===== src/hdl/bbd_pkg.sv =====
// ----------------------------------------------------------------------------
// bbd_pkg
// shared constants and types for the bilinear bayer demosaic core
// ----------------------------------------------------------------------------
package bbd_pkg;

  // frame geometry
  localparam int WIDTH  = 16;
  localparam int HEIGHT = 16;
  localparam int COL_W  = (WIDTH > 2) ? $clog2(WIDTH) : 1;
  localparam int ROW_W  = (HEIGHT > 2) ? $clog2(HEIGHT) : 1;
  localparam int PIX_W  = 8;

  // command queue between front and back, and result queue
  localparam int CMDQ_DEPTH = 4;
  localparam int CMDQ_AW    = $clog2(CMDQ_DEPTH);
  localparam int OUTQ_DEPTH = 4;
  localparam int OUTQ_AW    = $clog2(OUTQ_DEPTH);

  // one window column plus what the back end must do with it
  typedef struct packed {
    logic             clr;      // clear window before the shift
    logic             emit;     // emit a result after the shift
    logic             flush;    // then shift a zero column and emit again
    logic             run_end;  // final result of this command ends the run
    logic             eof;      // final result of this command ends the frame
    logic [PIX_W-1:0] top;
    logic [PIX_W-1:0] mid;
    logic [PIX_W-1:0] bot;
  } bbd_cmd_t;

  typedef struct packed {
    logic [PIX_W-1:0] red;
    logic [PIX_W-1:0] green;
    logic [PIX_W-1:0] blue;
    logic             end_of_run;
    logic             end_of_frame;
  } bbd_res_t;

  typedef struct packed {
    logic full;
    logic empty;
  } bbd_q_stat_t;

  typedef enum logic {
    FE_RUN,
    FE_DRAIN
  } bbd_fe_state_t;

endpackage


===== src/hdl/bbd_cmd_queue.sv =====
// ----------------------------------------------------------------------------
// bbd_cmd_queue
// small fifo of window column commands between front and back
// ----------------------------------------------------------------------------
module bbd_cmd_queue
  import bbd_pkg::*;
(
  input  logic        clk,
  input  logic        rst_n,
  input  logic        push,
  input  bbd_cmd_t    push_cmd,
  input  logic        pop,
  output bbd_cmd_t    head_cmd,
  output bbd_q_stat_t stat
);

  bbd_cmd_t             mem_r [CMDQ_DEPTH];
  logic [CMDQ_AW-1:0]   wr_ptr_r, wr_ptr_nxt;
  logic [CMDQ_AW-1:0]   rd_ptr_r, rd_ptr_nxt;
  logic [CMDQ_AW:0]     count_r, count_nxt;
  logic                 do_push, do_pop;

  assign stat.full  = (count_r == (CMDQ_AW+1)'(CMDQ_DEPTH));
  assign stat.empty = (count_r == '0);
  assign do_push    = push && !stat.full;
  assign do_pop     = pop && !stat.empty;
  assign head_cmd   = mem_r[rd_ptr_r];

  always_comb begin
    wr_ptr_nxt = wr_ptr_r;
    rd_ptr_nxt = rd_ptr_r;
    count_nxt  = count_r;
    if (do_push) begin
      wr_ptr_nxt = (wr_ptr_r == CMDQ_AW'(CMDQ_DEPTH-1)) ? '0 : wr_ptr_r + 1'b1;
    end
    if (do_pop) begin
      rd_ptr_nxt = (rd_ptr_r == CMDQ_AW'(CMDQ_DEPTH-1)) ? '0 : rd_ptr_r + 1'b1;
    end
    if (do_push && !do_pop) begin
      count_nxt = count_r + 1'b1;
    end else if (do_pop && !do_push) begin
      count_nxt = count_r - 1'b1;
    end
  end

  always_ff @(posedge clk) begin
    if (!rst_n) begin
      wr_ptr_r <= '0;
      rd_ptr_r <= '0;
      count_r  <= '0;
    end else begin
      wr_ptr_r <= wr_ptr_nxt;
      rd_ptr_r <= rd_ptr_nxt;
      count_r  <= count_nxt;
    end
  end

  always_ff @(posedge clk) begin
    if (do_push) begin
      mem_r[wr_ptr_r] <= push_cmd;
    end
  end

endmodule


===== src/hdl/bbd_front.sv =====
// ----------------------------------------------------------------------------
// bbd_front
// raster tracking, line stores and column command generation
// ----------------------------------------------------------------------------
module bbd_front
  import bbd_pkg::*;
(
  input  logic             clk,
  input  logic             rst_n,
  input  logic             in_push,
  input  logic [PIX_W-1:0] in_raw_pixel,
  output logic             in_full,
  input  bbd_q_stat_t      cmdq_stat,
  output logic             cmd_push,
  output bbd_cmd_t         cmd
);

  bbd_fe_state_t      state_r, state_nxt;
  logic [COL_W-1:0]   col_r, col_nxt;
  logic [ROW_W-1:0]   row_r, row_nxt;
  logic [COL_W-1:0]   drain_r, drain_nxt;
  // each entry holds {two rows up, one row up}
  logic [2*PIX_W-1:0] line_r [WIDTH];
  logic [2*PIX_W-1:0] line_rd;
  logic [COL_W-1:0]   rd_addr;
  logic               accept;
  logic               last_col, last_row, last_drain;

  assign last_col   = (col_r == COL_W'(WIDTH-1));
  assign last_row   = (row_r == ROW_W'(HEIGHT-1));
  assign last_drain = (drain_r == COL_W'(WIDTH-1));
  assign rd_addr    = (state_r == FE_DRAIN) ? drain_r : col_r;
  assign line_rd    = line_r[rd_addr];
  assign accept     = in_push && !in_full;

  // next state
  always_comb begin
    state_nxt = state_r;
    case (state_r)
      FE_RUN: begin
        if (accept && last_col && last_row) begin
          state_nxt = FE_DRAIN;
        end
      end
      FE_DRAIN: begin
        if (!cmdq_stat.full && last_drain) begin
          state_nxt = FE_RUN;
        end
      end
      default: state_nxt = FE_RUN;
    endcase
  end

  // outputs
  always_comb begin
    in_full  = cmdq_stat.full;
    cmd_push = 1'b0;
    cmd      = '0;
    case (state_r)
      FE_RUN: begin
        cmd_push    = accept && (row_r != '0);
        cmd.clr     = (col_r == '0);
        cmd.emit    = (col_r != '0);
        cmd.flush   = last_col;
        cmd.run_end = !(last_col && last_row);
        cmd.eof     = 1'b0;
        cmd.top     = (row_r == ROW_W'(1)) ? '0 : line_rd[2*PIX_W-1:PIX_W];
        cmd.mid     = line_rd[PIX_W-1:0];
        cmd.bot     = in_raw_pixel;
      end
      FE_DRAIN: begin
        in_full     = 1'b1;
        cmd_push    = !cmdq_stat.full;
        cmd.clr     = (drain_r == '0);
        cmd.emit    = (drain_r != '0);
        cmd.flush   = last_drain;
        cmd.run_end = last_drain;
        cmd.eof     = last_drain;
        cmd.top     = line_rd[2*PIX_W-1:PIX_W];
        cmd.mid     = line_rd[PIX_W-1:0];
        cmd.bot     = '0;
      end
      default: begin
        in_full = 1'b1;
      end
    endcase
  end

  // raster position and drain sweep
  always_comb begin
    col_nxt   = col_r;
    row_nxt   = row_r;
    drain_nxt = drain_r;
    if (accept) begin
      if (last_col) begin
        col_nxt = '0;
        row_nxt = last_row ? '0 : row_r + 1'b1;
      end else begin
        col_nxt = col_r + 1'b1;
      end
    end
    if (state_r == FE_DRAIN && !cmdq_stat.full) begin
      drain_nxt = last_drain ? '0 : drain_r + 1'b1;
    end
  end

  always_ff @(posedge clk) begin
    if (!rst_n) begin
      state_r <= FE_RUN;
      col_r   <= '0;
      row_r   <= '0;
      drain_r <= '0;
    end else begin
      state_r <= state_nxt;
      col_r   <= col_nxt;
      row_r   <= row_nxt;
      drain_r <= drain_nxt;
    end
  end

  always_ff @(posedge clk) begin
    if (accept) begin
      line_r[col_r] <= {line_rd[PIX_W-1:0], in_raw_pixel};
    end
  end

endmodule


===== src/hdl/bbd_back.sv =====
// ----------------------------------------------------------------------------
// bbd_back
// 3x3 window, bilinear interpolation and result queue
// ----------------------------------------------------------------------------
module bbd_back
  import bbd_pkg::*;
(
  input  logic             clk,
  input  logic             rst_n,
  input  bbd_cmd_t         head_cmd,
  input  bbd_q_stat_t      cmdq_stat,
  output logic             cmd_pop,
  input  logic             out_pop,
  output logic             out_empty,
  output bbd_res_t         out_res
);

  logic [PIX_W-1:0]   win_r   [3][3];
  logic [PIX_W-1:0]   win_nxt [3][3];
  logic [PIX_W-1:0]   new_col [3];
  logic               phase_r, phase_nxt;
  logic [COL_W-1:0]   ocol_r, ocol_nxt;
  logic               orow_r, orow_nxt;
  bbd_res_t           oq_r [OUTQ_DEPTH];
  logic [OUTQ_AW-1:0] oq_wr_r, oq_rd_r;
  logic [OUTQ_AW:0]   oq_cnt_r;
  logic               oq_full, oq_push, oq_pop;
  logic               go, clr, emit, final_res;
  logic [PIX_W+1:0]   cross_sum, diag_sum;
  logic [PIX_W:0]     vert_sum, horz_sum;
  logic [PIX_W-1:0]   cen;
  bbd_res_t           res;

  assign oq_full   = (oq_cnt_r == (OUTQ_AW+1)'(OUTQ_DEPTH));
  assign out_empty = (oq_cnt_r == '0);
  assign out_res   = oq_r[oq_rd_r];
  assign oq_pop    = out_pop && !out_empty;

  assign go        = !cmdq_stat.empty && !oq_full;
  assign clr       = !phase_r && head_cmd.clr;
  assign emit      = phase_r || head_cmd.emit;
  assign final_res = phase_r || !head_cmd.flush;
  assign cmd_pop   = go && final_res;
  assign oq_push   = go && emit;
  assign phase_nxt = go ? (!phase_r && head_cmd.flush) : phase_r;

  assign new_col[0] = phase_r ? '0 : head_cmd.top;
  assign new_col[1] = phase_r ? '0 : head_cmd.mid;
  assign new_col[2] = phase_r ? '0 : head_cmd.bot;

  always_comb begin
    for (int i = 0; i < 3; i++) begin
      win_nxt[i][0] = clr ? '0 : win_r[i][1];
      win_nxt[i][1] = clr ? '0 : win_r[i][2];
      win_nxt[i][2] = new_col[i];
    end
  end

  // interpolation on the window after the shift
  always_comb begin
    cross_sum = (PIX_W+2)'(win_nxt[0][1]) + (PIX_W+2)'(win_nxt[1][0])
              + (PIX_W+2)'(win_nxt[1][2]) + (PIX_W+2)'(win_nxt[2][1]);
    diag_sum  = (PIX_W+2)'(win_nxt[0][0]) + (PIX_W+2)'(win_nxt[0][2])
              + (PIX_W+2)'(win_nxt[2][0]) + (PIX_W+2)'(win_nxt[2][2]);
    vert_sum  = (PIX_W+1)'(win_nxt[0][1]) + (PIX_W+1)'(win_nxt[2][1]);
    horz_sum  = (PIX_W+1)'(win_nxt[1][0]) + (PIX_W+1)'(win_nxt[1][2]);
    cen       = win_nxt[1][1];
    res       = '0;
    case ({orow_r, ocol_r[0]})
      2'b00: begin
        res.red   = vert_sum[PIX_W:1];
        res.green = cen;
        res.blue  = horz_sum[PIX_W:1];
      end
      2'b01: begin
        res.red   = diag_sum[PIX_W+1:2];
        res.green = cross_sum[PIX_W+1:2];
        res.blue  = cen;
      end
      2'b10: begin
        res.red   = cen;
        res.green = cross_sum[PIX_W+1:2];
        res.blue  = diag_sum[PIX_W+1:2];
      end
      default: begin
        res.red   = horz_sum[PIX_W:1];
        res.green = cen;
        res.blue  = vert_sum[PIX_W:1];
      end
    endcase
    res.end_of_run   = final_res && head_cmd.run_end;
    res.end_of_frame = final_res && head_cmd.eof;
  end

  // output raster position
  always_comb begin
    ocol_nxt = ocol_r;
    orow_nxt = orow_r;
    if (oq_push) begin
      if (res.end_of_frame) begin
        ocol_nxt = '0;
        orow_nxt = 1'b0;
      end else if (ocol_r == COL_W'(WIDTH-1)) begin
        ocol_nxt = '0;
        orow_nxt = !orow_r;
      end else begin
        ocol_nxt = ocol_r + 1'b1;
      end
    end
  end

  always_ff @(posedge clk) begin
    if (!rst_n) begin
      phase_r  <= 1'b0;
      ocol_r   <= '0;
      orow_r   <= 1'b0;
      oq_wr_r  <= '0;
      oq_rd_r  <= '0;
      oq_cnt_r <= '0;
    end else begin
      phase_r <= phase_nxt;
      ocol_r  <= ocol_nxt;
      orow_r  <= orow_nxt;
      if (oq_push) begin
        oq_wr_r <= (oq_wr_r == OUTQ_AW'(OUTQ_DEPTH-1)) ? '0 : oq_wr_r + 1'b1;
      end
      if (oq_pop) begin
        oq_rd_r <= (oq_rd_r == OUTQ_AW'(OUTQ_DEPTH-1)) ? '0 : oq_rd_r + 1'b1;
      end
      if (oq_push && !oq_pop) begin
        oq_cnt_r <= oq_cnt_r + 1'b1;
      end else if (oq_pop && !oq_push) begin
        oq_cnt_r <= oq_cnt_r - 1'b1;
      end
    end
  end

  always_ff @(posedge clk) begin
    if (go) begin
      for (int i = 0; i < 3; i++) begin
        for (int j = 0; j < 3; j++) begin
          win_r[i][j] <= win_nxt[i][j];
        end
      end
    end
    if (oq_push) begin
      oq_r[oq_wr_r] <= res;
    end
  end

endmodule


===== src/hdl/bayer_bilinear_demosaic_core.sv =====
// path: a window's command is registered in the command queue, then its result in the result queue
// throughput: one item per cycle on a frame's first row while the command queue has room; on later rows
//   the back end falls behind the pixels (column 0 gives no result, the row end shifts twice), so in_full
//   rises about once a row after the command queue fills; the final pixel holds in_full high
//   while the line stores are swept to drain the last row
// reset: rst_n synchronous, active low; clears raster position, queues and drain state
// ----------------------------------------------------------------------------
// bayer_bilinear_demosaic_core
// streaming 3x3 bilinear bayer demosaic with queue style ports
// ----------------------------------------------------------------------------
module bayer_bilinear_demosaic_core
  import bbd_pkg::*;
(
  input  logic             clk,
  input  logic             rst_n,
  // input item channel
  input  logic             in_push,
  output logic             in_full,
  input  logic [PIX_W-1:0] in_raw_pixel,
  // result item channel
  output logic             out_empty,
  input  logic             out_pop,
  output logic [PIX_W-1:0] out_red,
  output logic [PIX_W-1:0] out_green,
  output logic [PIX_W-1:0] out_blue,
  output logic             out_end_of_run,
  output logic             out_end_of_frame
);

  // front side: raster counters, line stores, column commands
  bbd_q_stat_t cmdq_stat;
  bbd_cmd_t    fe_cmd;
  bbd_cmd_t    head_cmd;
  logic        cmdq_push;
  logic        cmdq_pop;
  bbd_res_t    res;

  bbd_front u_front (
    .clk          (clk),
    .rst_n        (rst_n),
    .in_push      (in_push),
    .in_raw_pixel (in_raw_pixel),
    .in_full      (in_full),
    .cmdq_stat    (cmdq_stat),
    .cmd_push     (cmdq_push),
    .cmd          (fe_cmd)
  );

  // decoupling queue: lets the back end stall on the output side
  // while the front keeps taking pixels
  bbd_cmd_queue u_cmdq (
    .clk      (clk),
    .rst_n    (rst_n),
    .push     (cmdq_push),
    .push_cmd (fe_cmd),
    .pop      (cmdq_pop),
    .head_cmd (head_cmd),
    .stat     (cmdq_stat)
  );

  // back side: window shift, interpolation, result queue
  bbd_back u_back (
    .clk       (clk),
    .rst_n     (rst_n),
    .head_cmd  (head_cmd),
    .cmdq_stat (cmdq_stat),
    .cmd_pop   (cmdq_pop),
    .out_pop   (out_pop),
    .out_empty (out_empty),
    .out_res   (res)
  );

  assign out_red          = res.red;
  assign out_green        = res.green;
  assign out_blue         = res.blue;
  assign out_end_of_run   = res.end_of_run;
  assign out_end_of_frame = res.end_of_frame;

  // the frame's last result always closes the run of its item
  a_eof_ends_run: assert property (@(posedge clk) disable iff (!rst_n)
    (!out_empty && out_end_of_frame) |-> out_end_of_run)
    else $error("end_of_frame without end_of_run");

  // front never pushes a column into a full command queue
  a_cmdq_no_overflow: assert property (@(posedge clk) disable iff (!rst_n)
    cmdq_push |-> !cmdq_stat.full)
    else $error("command queue overflow");

  // back never retires a command that is not there
  a_cmdq_no_underflow: assert property (@(posedge clk) disable iff (!rst_n)
    cmdq_pop |-> !cmdq_stat.empty)
    else $error("command queue underflow");

endmodule


===== config.mk =====
export PLATFORM = sky130hd
export DESIGN_NAME = bayer_bilinear_demosaic_core
export DESIGN_NICKNAME = d
export VERILOG_FILES = /design/src/hdl/bbd_pkg.sv /design/src/hdl/bbd_cmd_queue.sv /design/src/hdl/bbd_front.sv /design/src/hdl/bbd_back.sv /design/src/hdl/bayer_bilinear_demosaic_core.sv
export SDC_FILE = /design/constraint.sdc
export NUM_CORES = 1
export LEC_CHECK = 0
export BUFFER_PORTS_ARGS = -buffer_cell sky130_fd_sc_hd__buf_4
export CAP_MARGIN = 20
export CORE_MARGIN = 2
export CORE_UTILIZATION = 61
export CTS_CLUSTER_DIAMETER = 40
export DETAILED_ROUTE_END_ITERATION = 16
export PLACE_DENSITY_LB_ADDON = 0.05
export REMOVE_ABC_BUFFERS = 1
export SYNTH_ARGS = -nofsm -noshare
export SYNTH_HDL_FRONTEND = slang
export SYNTH_HIERARCHICAL = 1
export SYNTH_SLANG_ARGS = --single-unit

===== constraint.sdc =====
create_clock -name clk -period 6.9 [get_ports clk]
set_input_delay 1.035 -clock clk [delete_from_list [all_inputs] [get_ports clk]]
set_output_delay 1.035 -clock clk [all_outputs]
set_load 0.03 [all_outputs]

==> impl_metrics.tcl <==
set metrics [dict create \
    floorplan.core_area_um2 41760 \
    ctsRootBufferMaster "sky130_fd_sc_hd__clkbuf_16" \
    synth_warnings 6 \
    vdd.ir_drop.worst_mv 0.2680 \
    filler_cells 2744 \
    result_of_the_run "completed" \
    final.setup_skew_ns 0.02113 \
    clk_pin_slew_worst_paths_ns 0.06 \
    timing.critical_path.arrival_ns 5.19 \
    die_height_um 209.2 \
    leakage_power_nw 10.12 \
    timing_worst_setup_path_type "reg -> reg" \
    critical_path_required_ns 7.20 \
    ctsHtreeMaxLevel 3 \
    timing.critical_path.fanout_max 50 \
    wl_mm 56.38 \
    grt_first_pass_wirelength_mm 87.71 \
    number_of_buffers_inserted_for_hold_repair_after_clock_tree_synthesis 0 \
    max_freq_mhz 204.6 \
    maxSlewHeadroom 0.3114 \
    start_kind "flop" \
    layout.cells.non_filler 2420 \
    gp_congestion 0.8926 \
    max_cap_viol_count 0 \
    finalSetupViolCount 0 \
    wire_per_inst_um 23.30 \
    detailedPlacementHpwl_mm 36.11 \
    async_reset_ff_frac 0 \
    power_density_nw_per_um2 281.6 \
    fin_crit_ns 4.887 \
    netlist_area_um2 25680 \
    drt_pass1_iterations 5 \
    antenna-diode-count 0 \
    area_added_between_synthesis_and_finish_pct 12.95 \
    routed_vias 15270 \
    yosys-top-cells-count "sky130_fd_sc_hd__edfxtp_1, sky130_fd_sc_hd__nor2_1, sky130_fd_sc_hd__nand2_1, sky130_fd_sc_hd__o21ai_0, sky130_fd_sc_hd__inv_1" \
    cts-resized-gates 0 \
    final.hold.worst_slack_ns 0.4900 \
    grt_pass1_vias 15140 \
    regToRegEndpoint "u_back/oq_r[0][24]$_DFFE_PP_" \
    synth_enable_flop_cells 524 \
    clk-insertion-delay-late_ns 0.59 \
    place_inst 2288 \
    numClockSinks 561 \
    initial_antenna_violation_count 0 \
    synth_cell_types 81 \
    number_of_i_o_port_buffers 39 \
    chipWidth_um 209.2 \
    die-area_um2 43750 \
    worst-slew-pin-transition_ns 1.032 \
    rsz0062_at_grt "no" \
    finalHoldViolations 0 \
    critical_path.endpoint_type "flop" \
    post_drt_via_cell_ratio 6.310 \
    route.detailed.drc 0 \
    drt_iter0_drc 1317 \
    fraction_of_final_layout_cells_with_drive_strength_greater_than_1 0.1664 \
    grt_use_total 0.2636 \
    finalPower_mw 8.168 \
    maxSlewViolCount 0 \
    cts_setup_buffers 0 \
    tritoncts "done" \
    post-route-period-util 0.7082 \
    syn-mean-instance-area_um2 14.63 \
    starting_density_of_the_core 0.6149 \
    min-delay-path-class "reg -> reg" \
    grt-ovfl-total 0 \
    postSynthCellCount 1755 \
    drtAntennaViolNets 0 \
    rr_worst_depth 15 \
    synth_most_common_cell "sky130_fd_sc_hd__edfxtp_1" \
    rows 75 \
    grt_start_max_net_pins 59 \
    post_synth_main_area_contributors "sky130_fd_sc_hd__edfxtp_1, sky130_fd_sc_hd__mux4_2, sky130_fd_sc_hd__dfxtp_1" \
    yosysSeqAreaShare 0.6416 \
    setup_tns_ns 0 \
    fin_ws_ns 2.013 \
    io-pin-count 40 \
    nNetsFinal 1920 \
    cts_inserted_buffers 71 \
    synth_largest_area_cell "sky130_fd_sc_hd__edfxtp_1" \
    internal_reg_to_reg_setup_slack_ns 2.01 \
    critPathCapture "u_back/oq_r[0][24]$_DFFE_PP_" \
    multi_input_comb_area_um2 8437 \
    register_area_um2 16480 \
    dominantRegCellSynth "sky130_fd_sc_hd__edfxtp_1" \
    synth_largest_type_area_fraction 0.6128 \
    place_worst_setup_slack_ns 2.056 \
    max-clock-path-buffers 3 \
    synth-seq-cells 561 \
]
[worst min-delay path by stage]
| stage | startpoint | to | cells after the start |
|---|---|---|---|
| after floorplan | u_back/ocol_r[1]$_SDFFE_PN0P_ | u_back/ocol_r[1]$_SDFFE_PN0P_ | 2 |
| after global placement | u_back/ocol_r[1]$_SDFFE_PN0P_ | u_back/ocol_r[1]$_SDFFE_PN0P_ | 2 |
| after detailed placement | u_back/ocol_r[1]$_SDFFE_PN0P_ | u_back/ocol_r[1]$_SDFFE_PN0P_ | 2 |
| after global routing | u_cmdq/wr_ptr_r[1]$_SDFFE_PN0P_ | u_cmdq/wr_ptr_r[1]$_SDFFE_PN0P_ | 2 |
| final | u_back/ocol_r[1]$_SDFFE_PN0P_ | u_back/ocol_r[1]$_SDFFE_PN0P_ | 2 |
| after CTS | u_back/ocol_r[1]$_SDFFE_PN0P_ | u_back/ocol_r[1]$_SDFFE_PN0P_ | 2 |
[cell usage in the layout (no fill, tap or decap), types with 9 or more instances in the layout]
master	instances
sky130_fd_sc_hd__o22a_1	14
sky130_fd_sc_hd__o21ai_1	9
sky130_fd_sc_hd__inv_1	87
sky130_fd_sc_hd__o21ai_0	100
sky130_fd_sc_hd__clkinv_1	9
sky130_fd_sc_hd__and2_1	64
sky130_fd_sc_hd__o211ai_1	21
sky130_fd_sc_hd__mux2i_1	9
sky130_fd_sc_hd__inv_6	10
sky130_fd_sc_hd__edfxtp_1	524
sky130_fd_sc_hd__a21boi_0	10
sky130_fd_sc_hd__ha_1	52
sky130_fd_sc_hd__xnor2_1	20
sky130_fd_sc_hd__fa_1	31
sky130_fd_sc_hd__nor3_1	33
sky130_fd_sc_hd__nor2b_1	44
sky130_fd_sc_hd__a22oi_1	16
sky130_fd_sc_hd__a21oi_1	33
sky130_fd_sc_hd__a211oi_1	9
sky130_fd_sc_hd__dfxtp_1	34
sky130_fd_sc_hd__mux4_2	79
sky130_fd_sc_hd__a221oi_1	9
sky130_fd_sc_hd__buf_4	82
sky130_fd_sc_hd__o21a_1	16
sky130_fd_sc_hd__nand2b_1	19
sky130_fd_sc_hd__mux4_1	14
sky130_fd_sc_hd__clkbuf_16	73
sky130_fd_sc_hd__a31oi_1	19
sky130_fd_sc_hd__nand2_1	102
sky130_fd_sc_hd__o221ai_1	15
sky130_fd_sc_hd__nor2_1	138
sky130_fd_sc_hd__nand3_1	22
[state kept, by name, indices dropped and copies added, names as in the netlist, named ones only]
name             count
u_cmdq/wr_ptr_r      2
u_cmdq/rd_ptr_r      2
u_back/ocol_r        4
u_back/phase_r       1
u_back/orow_r        1
u_back/oq_r        104
u_back/oq_rd_r       2
u_front/row_r        4
u_front/line_r     256
u_front/drain_r      4
u_cmdq/mem_r       116
u_front/col_r        4
u_back/oq_cnt_r      3
u_back/win_r        48
u_back/oq_wr_r       2
u_front/state_r      1
u_cmdq/count_r       3
[stage by stage]
stage                     instance area, um^2  utilization
after global routing                    29000       0.6945
after detailed placement                26530       0.6354
final                                   29000       0.6945
after floorplan                         25230            -
after global placement                  26530       0.6354
after CTS                               28960       0.6934
[critical path, stage by stage, from the launching register on]
cell                       delay [ns]
sky130_fd_sc_hd__dfxtp_1         0.31
sky130_fd_sc_hd__buf_4           0.24
sky130_fd_sc_hd__mux4_2          0.25
sky130_fd_sc_hd__or2b_4          0.44
sky130_fd_sc_hd__and2_1          0.25
sky130_fd_sc_hd__fa_1            0.51
sky130_fd_sc_hd__inv_1           0.05
sky130_fd_sc_hd__fa_1            0.49
sky130_fd_sc_hd__inv_1           0.04
sky130_fd_sc_hd__ha_1            0.36
sky130_fd_sc_hd__and4_1          0.23
sky130_fd_sc_hd__a211o_1         0.33
sky130_fd_sc_hd__o41ai_2         0.31
sky130_fd_sc_hd__xnor2_1         0.19
sky130_fd_sc_hd__a211oi_1        0.10
sky130_fd_sc_hd__a211oi_1        0.48
[cell families (layout without fill, tap and decap cells)]
family,Yosys count,in the layout,share of synthesized area
AO/OA/AOI/OAI,336,336,0.08907
flip-flops,561,561,0.6416
AND/OR/NAND/NOR,465,465,0.09029
multiplexers,107,107,0.08975
adder cells (fa/ha/maj),83,83,0.04951
XOR/XNOR,27,27,0.009209
buffers and inverters,176,302,0.03055
[power by group]
group,leakage [nW],internal (mW),switching (mW)
clock,1.18,2.28,1.45
combinational,3.91,0.252,0.351
sequential,5.03,3.77,0.0572
[final cells by class]
cell class	instances	share of cell area
clock inverter	50	0.01946
inverter	89	0.01152
tap	539	0.02325
clock buffer	79	0.06411
timing repair buffer	84	0.02256
multi-input combinational	1018	0.2909
sequential	561	0.5682
[routing by layer]
metal  share of wire  GRT usage  vias up
li1                -          -     6870
met1            0.40     0.3404     7672
met2            0.51     0.4505      604
met3           0.063    0.04313      123
met4           0.032     0.1057        0
met5               0          0        -
No activity file was read; power rests on OpenSTA's default activity.
